<file path="config.mk">
export PLATFORM = sky130hd
export DESIGN_NAME = mih_div
export DESIGN_NICKNAME = d
export VERILOG_FILES = /design/src/design/mih_pkg.sv /design/src/design/mih_div.sv
export SDC_FILE = /design/constraint.sdc
export NUM_CORES = 1
export LEC_CHECK = 0
export ABC_AREA = 1
export BUFFER_PORTS_ARGS = -buffer_cell sky130_fd_sc_hd__buf_2
export CAP_MARGIN = 0
export CORE_AREA = 2 2 85 119
export DETAILED_ROUTE_END_ITERATION = 8
export DIE_AREA = 0 0 87 121
export PLACE_DENSITY = 0.86
export SYNTH_ARGS = -nofsm -noshare
export SYNTH_HDL_FRONTEND = slang
export SYNTH_SLANG_ARGS = --single-unit
</file>
<file path="constraint.sdc">
create_clock -name clk -period 2.22 [get_ports clk]
set_clock_uncertainty 0.05 [all_clocks]
set_input_delay 0.444 -clock clk [delete_from_list [all_inputs] [get_ports clk]]
set_output_delay 0.444 -clock clk [all_outputs]
set_load 0.03 [all_outputs]
</file>
<file path="src/design/mih_pkg.sv">
// Shared types and constants of the mean intensity histogram.
package mih_pkg;

  localparam int COUNT_BITS_DEF = 24;
  localparam int BIN_BITS       = 8;
  localparam int NUM_BINS       = 256;
  localparam int BAR_BITS       = 8;
  localparam int CHAN_BITS      = 8;
  localparam int FIELD_BITS     = 24;
  localparam logic [BAR_BITS-1:0] BAR_HEIGHT_RST = 8'd100;

  // floor(x/3) == (x*683) >> 11 for every x up to 765
  localparam int RECIP3       = 683;
  localparam int RECIP3_SHIFT = 11;

  typedef enum logic [1:0] {
    REQ_ADD   = 2'd0,
    REQ_READ  = 2'd1,
    REQ_CLEAR = 2'd2
  } req_t;

  typedef struct packed {
    logic                clear;
    logic                rd_en;
    logic [BIN_BITS-1:0] rd_addr;
    logic                wr_en;
    logic [BIN_BITS-1:0] wr_addr;
  } store_req_t;

endpackage

</file>
<file path="src/design/mih_div.sv">
// Restoring divider, one quotient bit per cycle; quotient known to fit BAR_BITS.
module mih_div
  import mih_pkg::*;
#(
  parameter int COUNT_BITS = COUNT_BITS_DEF
) (
  input  logic                           clk,
  input  logic                           rst_n,
  input  logic                           start,
  input  logic [COUNT_BITS+BAR_BITS-1:0] numer,
  input  logic [COUNT_BITS-1:0]          denom,
  output logic                           done,
  output logic [BAR_BITS-1:0]            quot
);

  localparam int CNT_BITS = $clog2(BAR_BITS);

  logic [COUNT_BITS-1:0] rem_r, rem_nxt;
  logic [COUNT_BITS-1:0] den_r;
  logic [BAR_BITS-1:0]   low_r;
  logic [BAR_BITS-1:0]   quot_r;
  logic [CNT_BITS-1:0]   cnt_r;
  logic                  busy_r;
  logic                  done_r;
  logic [COUNT_BITS:0]   trial;
  logic [COUNT_BITS:0]   diff;
  logic                  ge;

  // numerator high part is below denom, so the remainder stays in COUNT_BITS
  always_comb begin
    trial   = {rem_r, low_r[BAR_BITS-1]};
    diff    = trial - {1'b0, den_r};
    ge      = (trial >= {1'b0, den_r});
    rem_nxt = ge ? diff[COUNT_BITS-1:0] : trial[COUNT_BITS-1:0];
  end

  always_ff @(posedge clk) begin
    if (start) begin
      rem_r <= numer[COUNT_BITS+BAR_BITS-1:BAR_BITS];
      low_r <= numer[BAR_BITS-1:0];
      den_r <= denom;
      cnt_r <= CNT_BITS'(BAR_BITS - 1);
    end else if (busy_r) begin
      rem_r  <= rem_nxt;
      low_r  <= {low_r[BAR_BITS-2:0], 1'b0};
      quot_r <= {quot_r[BAR_BITS-2:0], ge};
      cnt_r  <= cnt_r - CNT_BITS'(1);
    end
  end

  always_ff @(posedge clk) begin
    if (!rst_n) begin
      busy_r <= 1'b0;
      done_r <= 1'b0;
    end else begin
      done_r <= busy_r && (cnt_r == '0);
      if (start) begin
        busy_r <= 1'b1;
      end else if (busy_r && (cnt_r == '0)) begin
        busy_r <= 1'b0;
      end
    end
  end

  assign done = done_r;
  assign quot = quot_r;

endmodule

</file>
# Word-level counts from Yosys, hierarchy flattened
# Cells that the tools add are included.
# word_totals
elab_cells,23
ff_bits,69
input_bits,59
output_inout_bits,9
# op_classes
bitwise_logic,1
n_reduce_logical,5
mux,7
add_sub_neg,2
n_lt_le_gt_ge,1
# ops
cell,count
2-to-1 mux 24 bit,3
greater-or-equal comparator 25 x 24 -> 1 bit,1
subtractor 24 bit,1
2-to-1 mux 8 bit,2
nonzero test 2 bit,2
logical NOT 3 bit,1
subtractor 3 x 1 -> 3 bit (second input constant),1
2-to-1 mux 1 bit,2
AND reduction 2 bit,1
logical AND 1 bit,1
NOT 1 bit,1

# Longest topological paths before layout
# depth
ltp_word,4
ltp_mapped,16
mapped_depth_nobuf,16

# Worst setup path before layout
# Ideal clock, no wire load.
# synth_path
path_type,reg2reg
start,register low_r[7]
end,register rem_r[12] (data pin)
arrival_time_ns,1.781
path_slack_ns,0.135
path_stages_with_launch,16
setup_time_ns,0.254
path_cell_list,edfxtp_1 -> inv_1 -> ha_1 -> inv_1 -> fa_1 -> nand2_1 -> nand2_1 -> and2_1 -> nand2_1 -> nand2_1 -> nand2_1 -> nand3b_1 -> nand2_1 -> nand2_1 -> nand3_1 -> nand2_1
# synth_between
elab_chain_cells,4
word_cells_on_any_way,5
cone_classes,1 x add/sub; 1 x order compare; 3 x mux
# synth_rtl
element,line_no,source
"start, declared",mih_div.sv:20,logic [BAR_BITS-1:0] low_r;
"start signal, assigned",mih_div.sv:40,low_r <= numer[BAR_BITS-1:0];
"start signal, assigned",mih_div.sv:45,"low_r <= {low_r[BAR_BITS-2:0], 1'b0};"
subtractor 24 bit or greater-or-equal comparator 25 x 24 -> 1 bit (tied branches),"mih_div.sv:32, mih_div.sv:33",
2-to-1 mux 24 bit (*),mih_div.sv:34,rem_nxt = ge ? diff[COUNT_BITS-1:0] : trial[COUNT_BITS-1:0];
2-to-1 mux 24 bit (*),mih_div.sv:43,end else if (busy_r) begin
2-to-1 mux 24 bit (*),mih_div.sv:38,if (start) begin
"end signal, assigned",mih_div.sv:39,rem_r <= numer[COUNT_BITS+BAR_BITS-1:BAR_BITS];
"end signal, assigned",mih_div.sv:44,rem_r <= rem_nxt;
"end, declared",mih_div.sv:18,"logic [COUNT_BITS-1:0] rem_r, rem_nxt;"
# Mark *: on every way between the ends. The rest lies on a longest branch, timed or not. The select of a mux whose other input is x is not followed.
# A chain may end at the register's enable or synchronous reset.

# Worst setup path in the final report
# layout_path
start,register rem_r[7]
end,register rem_r[5] (data pin)
# layout_between
elab_chain_cells,4
# layout_rtl
element,line_no,source
greater-or-equal comparator 25 x 24 -> 1 bit,mih_div.sv:33,"ge = (trial >= {1'b0, den_r});"
2-to-1 mux 24 bit,mih_div.sv:34,
2-to-1 mux 24 bit,mih_div.sv:43,
2-to-1 mux 24 bit,mih_div.sv:38,
# Every way passes these cells. The select of a mux whose other input is x is not followed.

==> flow_summary_export.csv <==
group,metric,value,unit
run_status,status,"finished clean",
power_and_ir_drop,ir_worst_vdd,0.000433,V
global_route,antenna_found_initial,0,
clock_network,clk_latency,340,ps
clock_network,ctsLongestPathBuffers,2,
yosys,synthDistinctLibCells,29,
floorplan,dieArea,10500,µm²
yosys,synthesis.nets,764,
critical_path,cp-endpoint,"rem_r[5]",
detailed_routing,viasPerCell,5.18,
critical_path,cp.arrival,2260,ps
sta,max_freq,0.450,GHz
yosys,avgSynthCellArea,7.19,µm²
power_and_ir_drop,p_int,3.79,mW
sta,tightest_slew,414,ps
layout,fin_nets,890,
critical_path,critPathLaunch,"rem_r[7]",
detailed_routing,avgRoutedWirePerCell,14.7,µm
critical_path,worstSetupPathType,"flip-flop to flip-flop",
placed_design,port_buffers,67,
yosys,ys_top_cells_by_area,"edfxtp_1 (39%), nand2_1 (21%), inv_1 (11%), ha_1 (6.7%), nand3_1 (4.4%)",
placed_design,hpwl,8.99,mm
floorplan,core,9410,µm²
sta,rsz0062_at_grt,"yes",
placed_design,finalWeightedCongestion,0.955,
power_and_ir_drop,power.share.sequential,29.2,%
yosys,yosys_warnings,0,
layout,drive_above_1_share,30.2,%
clock_network,h-tree-depth,3,
clock_network,path_clk_slew,60,ps
detailed_routing,met3_length,622,µm
yosys,synthCells,678,
layout,area_growth,35.4,%
job,drv_cap,0,
min_path,hold_path_class,"input port to flip-flop",
power_and_ir_drop,p_leak,3.46,nW
clock_network,cts_tree,"built",
layout,layout_common_cells,"nand2_1 (241), inv_1 (131), buf_2 (67)",
detailed_routing,wl,13.5,mm
placed_design,dp_cells,881,
global_route,grt_max_degree,34,
yosys,ys_seq_elements,69,
layout,final_common_cell,"nand2_1",
critical_path,r2r_start,"rem_r[7]",
critical_path,start_kind,"flip-flop",
sta,hold_ws,229,ps
detailed_routing,drtAntennaViolNets,0,
detailed_routing,top_layer_used,"met4",
power_and_ir_drop,combPwrFrac,47.4,%
layout,num_antenna_cells,0,
power_and_ir_drop,pwr-share-clk,23.4,%
floorplan,fp.dieH,121,µm
power_and_ir_drop,switchingPower,2.28,mW
floorplan,start_util,51.8,%
layout,fin_area,6600,µm²
sta,period_needed,2220,ps
global_route,grt_pass1_vias,4511,
critical_path,cp_max_fo,8,
floorplan,die_w,87,µm
critical_path,r2r_setup_slack,0.2,ps
critical_path,r2r-end,"rem_r[5]",
detailed_routing,drtIter0Drc,307,
sta,fin_ws,0.198,ps
power_and_ir_drop,p_per_area,920,nW/µm²
clock_network,cts.sinks,69,
detailed_routing,wl_met1,5.32,mm
detailed_routing,drc_errors,0,
placed_design,placed_cell_area,5600,µm²
sta,slew_headroom,72.4,%
detailed_routing,wl_met2,7.13,mm
floorplan,io_pins,68,
detailed_routing,dr.pass1.iters,5,
clock_network,numCtsBuffers,9,
global_route,grt_overflow,0,
power_and_ir_drop,switching_share,37.6,%
yosys,synth_top_area_share,39.4,%
global_route,grtUsageTotal,24.3,%
placed_design,dp_slack,-115,ps
sta,report.final.slew_viol_count,0,
yosys,syn-cell-area,4870,µm²
floorplan,rows,42,
global_route,grt_pass1_wl,20.1,mm
sta,setup_viol,0,
layout,instances_no_fill,919,
clock_network,cts-root-buf,"clkbuf_16",
yosys,yosys.area.top_type,"edfxtp_1",
critical_path,crit_path_end_kind,"flip-flop",
detailed_routing,vias,4756,
sta,finalHoldViolCount,0,
layout,final_util,70.1,%
yosys,ys_seq_area_share,41.5,%
critical_path,r2r_cells,11,
sta,timing.final.crit_share,100,%
critical_path,cp.required,2260,ps
-- registers in the layout, indices dropped and copies added, names as in the netlist --
name	flops
busy_r	1
cnt_r	3
den_r	24
done	1
low_r	8
quot	8
rem_r	24
-- routing by layer --
| metal | GRT usage (%) | vias to the layer above |
|---|---|---|
| li1 | - | 2363 |
| met1 | 28.9 | 2202 |
| met2 | 43.4 | 154 |
| met3 | 3.40 | 37 |
| met4 | 9.77 | 0 |
| met5 | 0 | - |
-- per-stage QoR --
| stage | setup TNS, ps | total power [mW] |
|---|---|---|
| global placement | -429 | 3.90 |
| finish | 0 | 6.07 |
| global route | -1350 | 6.43 |
| detailed placement | -568 | 3.95 |
| CTS | -7.60 | 5.52 |
| floorplan | 0 | 3.26 |
-- critical path: stages (launching register included) --
cell,delay [ps]
edfxtp_1,430
ha_4,320
nand2_1,130
nor2_2,160
nand2_1,110
nor2_1,150
nand2_2,110
nand3_4,130
buf_12,150
nand2_1,90
nand3_1,80
nand2_1,60
-- synth_stat cells --
master and instances:
nand2_2 3, nor3_2 2, xnor2_1 9, nor2_2 4, nand3_1 43, and2_1 3
inv_1 141, clkbuf_1 5, a22oi_1 1, buf_6 2, a21oi_4 1, a21oi_1 12
nor2_1 29, nand3b_1 5, buf_2 7, or2_2 1, o21ai_0 1, xor2_1 2
inv_2 2, ha_1 26, nand4_1 31, dfxtp_1 5, o21a_1 1, nand2_1 274
edfxtp_1 64, fa_1 1, nor3_1 1, nand3_4 1, buf_1 1
-- repair_timing --
action                     in CTS  in global routing
resized for setup              17                 94
cloned                          0                  2
hold buffers                    0                  0
setup endpoints to repair      24                 25
pin swaps                       4                 37
setup buffers                   5                 15
-- power groups by stage --
| stage | sequential, mW | combinational, mW | clock (mW) |
|---|---|---|---|
| 5_1_grt | 1.79 | 3.16 | 1.48 |
| 6_report | 1.77 | 2.88 | 1.42 |
| 2_1_floorplan | 1.74 | 1.52 | 0 |
| 3_5_place_dp | 1.75 | 2.20 | 0 |
| 3_3_place_gp | 1.74 | 2.16 | 0 |
| 4_1_cts | 1.75 | 2.34 | 1.43 |
-- cell families after synthesis --
group	Yosys count	share of synthesized area [%]
and+or+nand+nor	397	34.8
buffers and inverters	158	12.7
DFF	69	41.5
adders and majority gates	27	7.09
AOI/OAI and AO/OA	16	1.98
xor gates and xnor gates	11	1.98
-- worst min path at each step --
stage                     startpoint         to  slack, ps  depth (start not counted)
after floorplan             cnt_r[2]   cnt_r[2]        390                          2
after global placement       quot[0]    quot[1]        370                          0
after global routing       denom[16]  den_r[16]        230                          1
final                      denom[18]  den_r[18]        230                          1
after CTS                  denom[18]  den_r[18]        220                          1
after detailed placement     quot[0]    quot[1]        390                          0
-- area by class of cell --
cell class | instances | area (µm²)
well taps | 110 | 138
inverters | 143 | 537
clock inverters | 6 | 65.1
flip-flops and latches | 69 | 2020
clock buffers | 10 | 229
fillers | 709 | 2810
repair buffers | 130 | 890
multi-input cells | 451 | 2720
(Power assumes the default switching activity.)
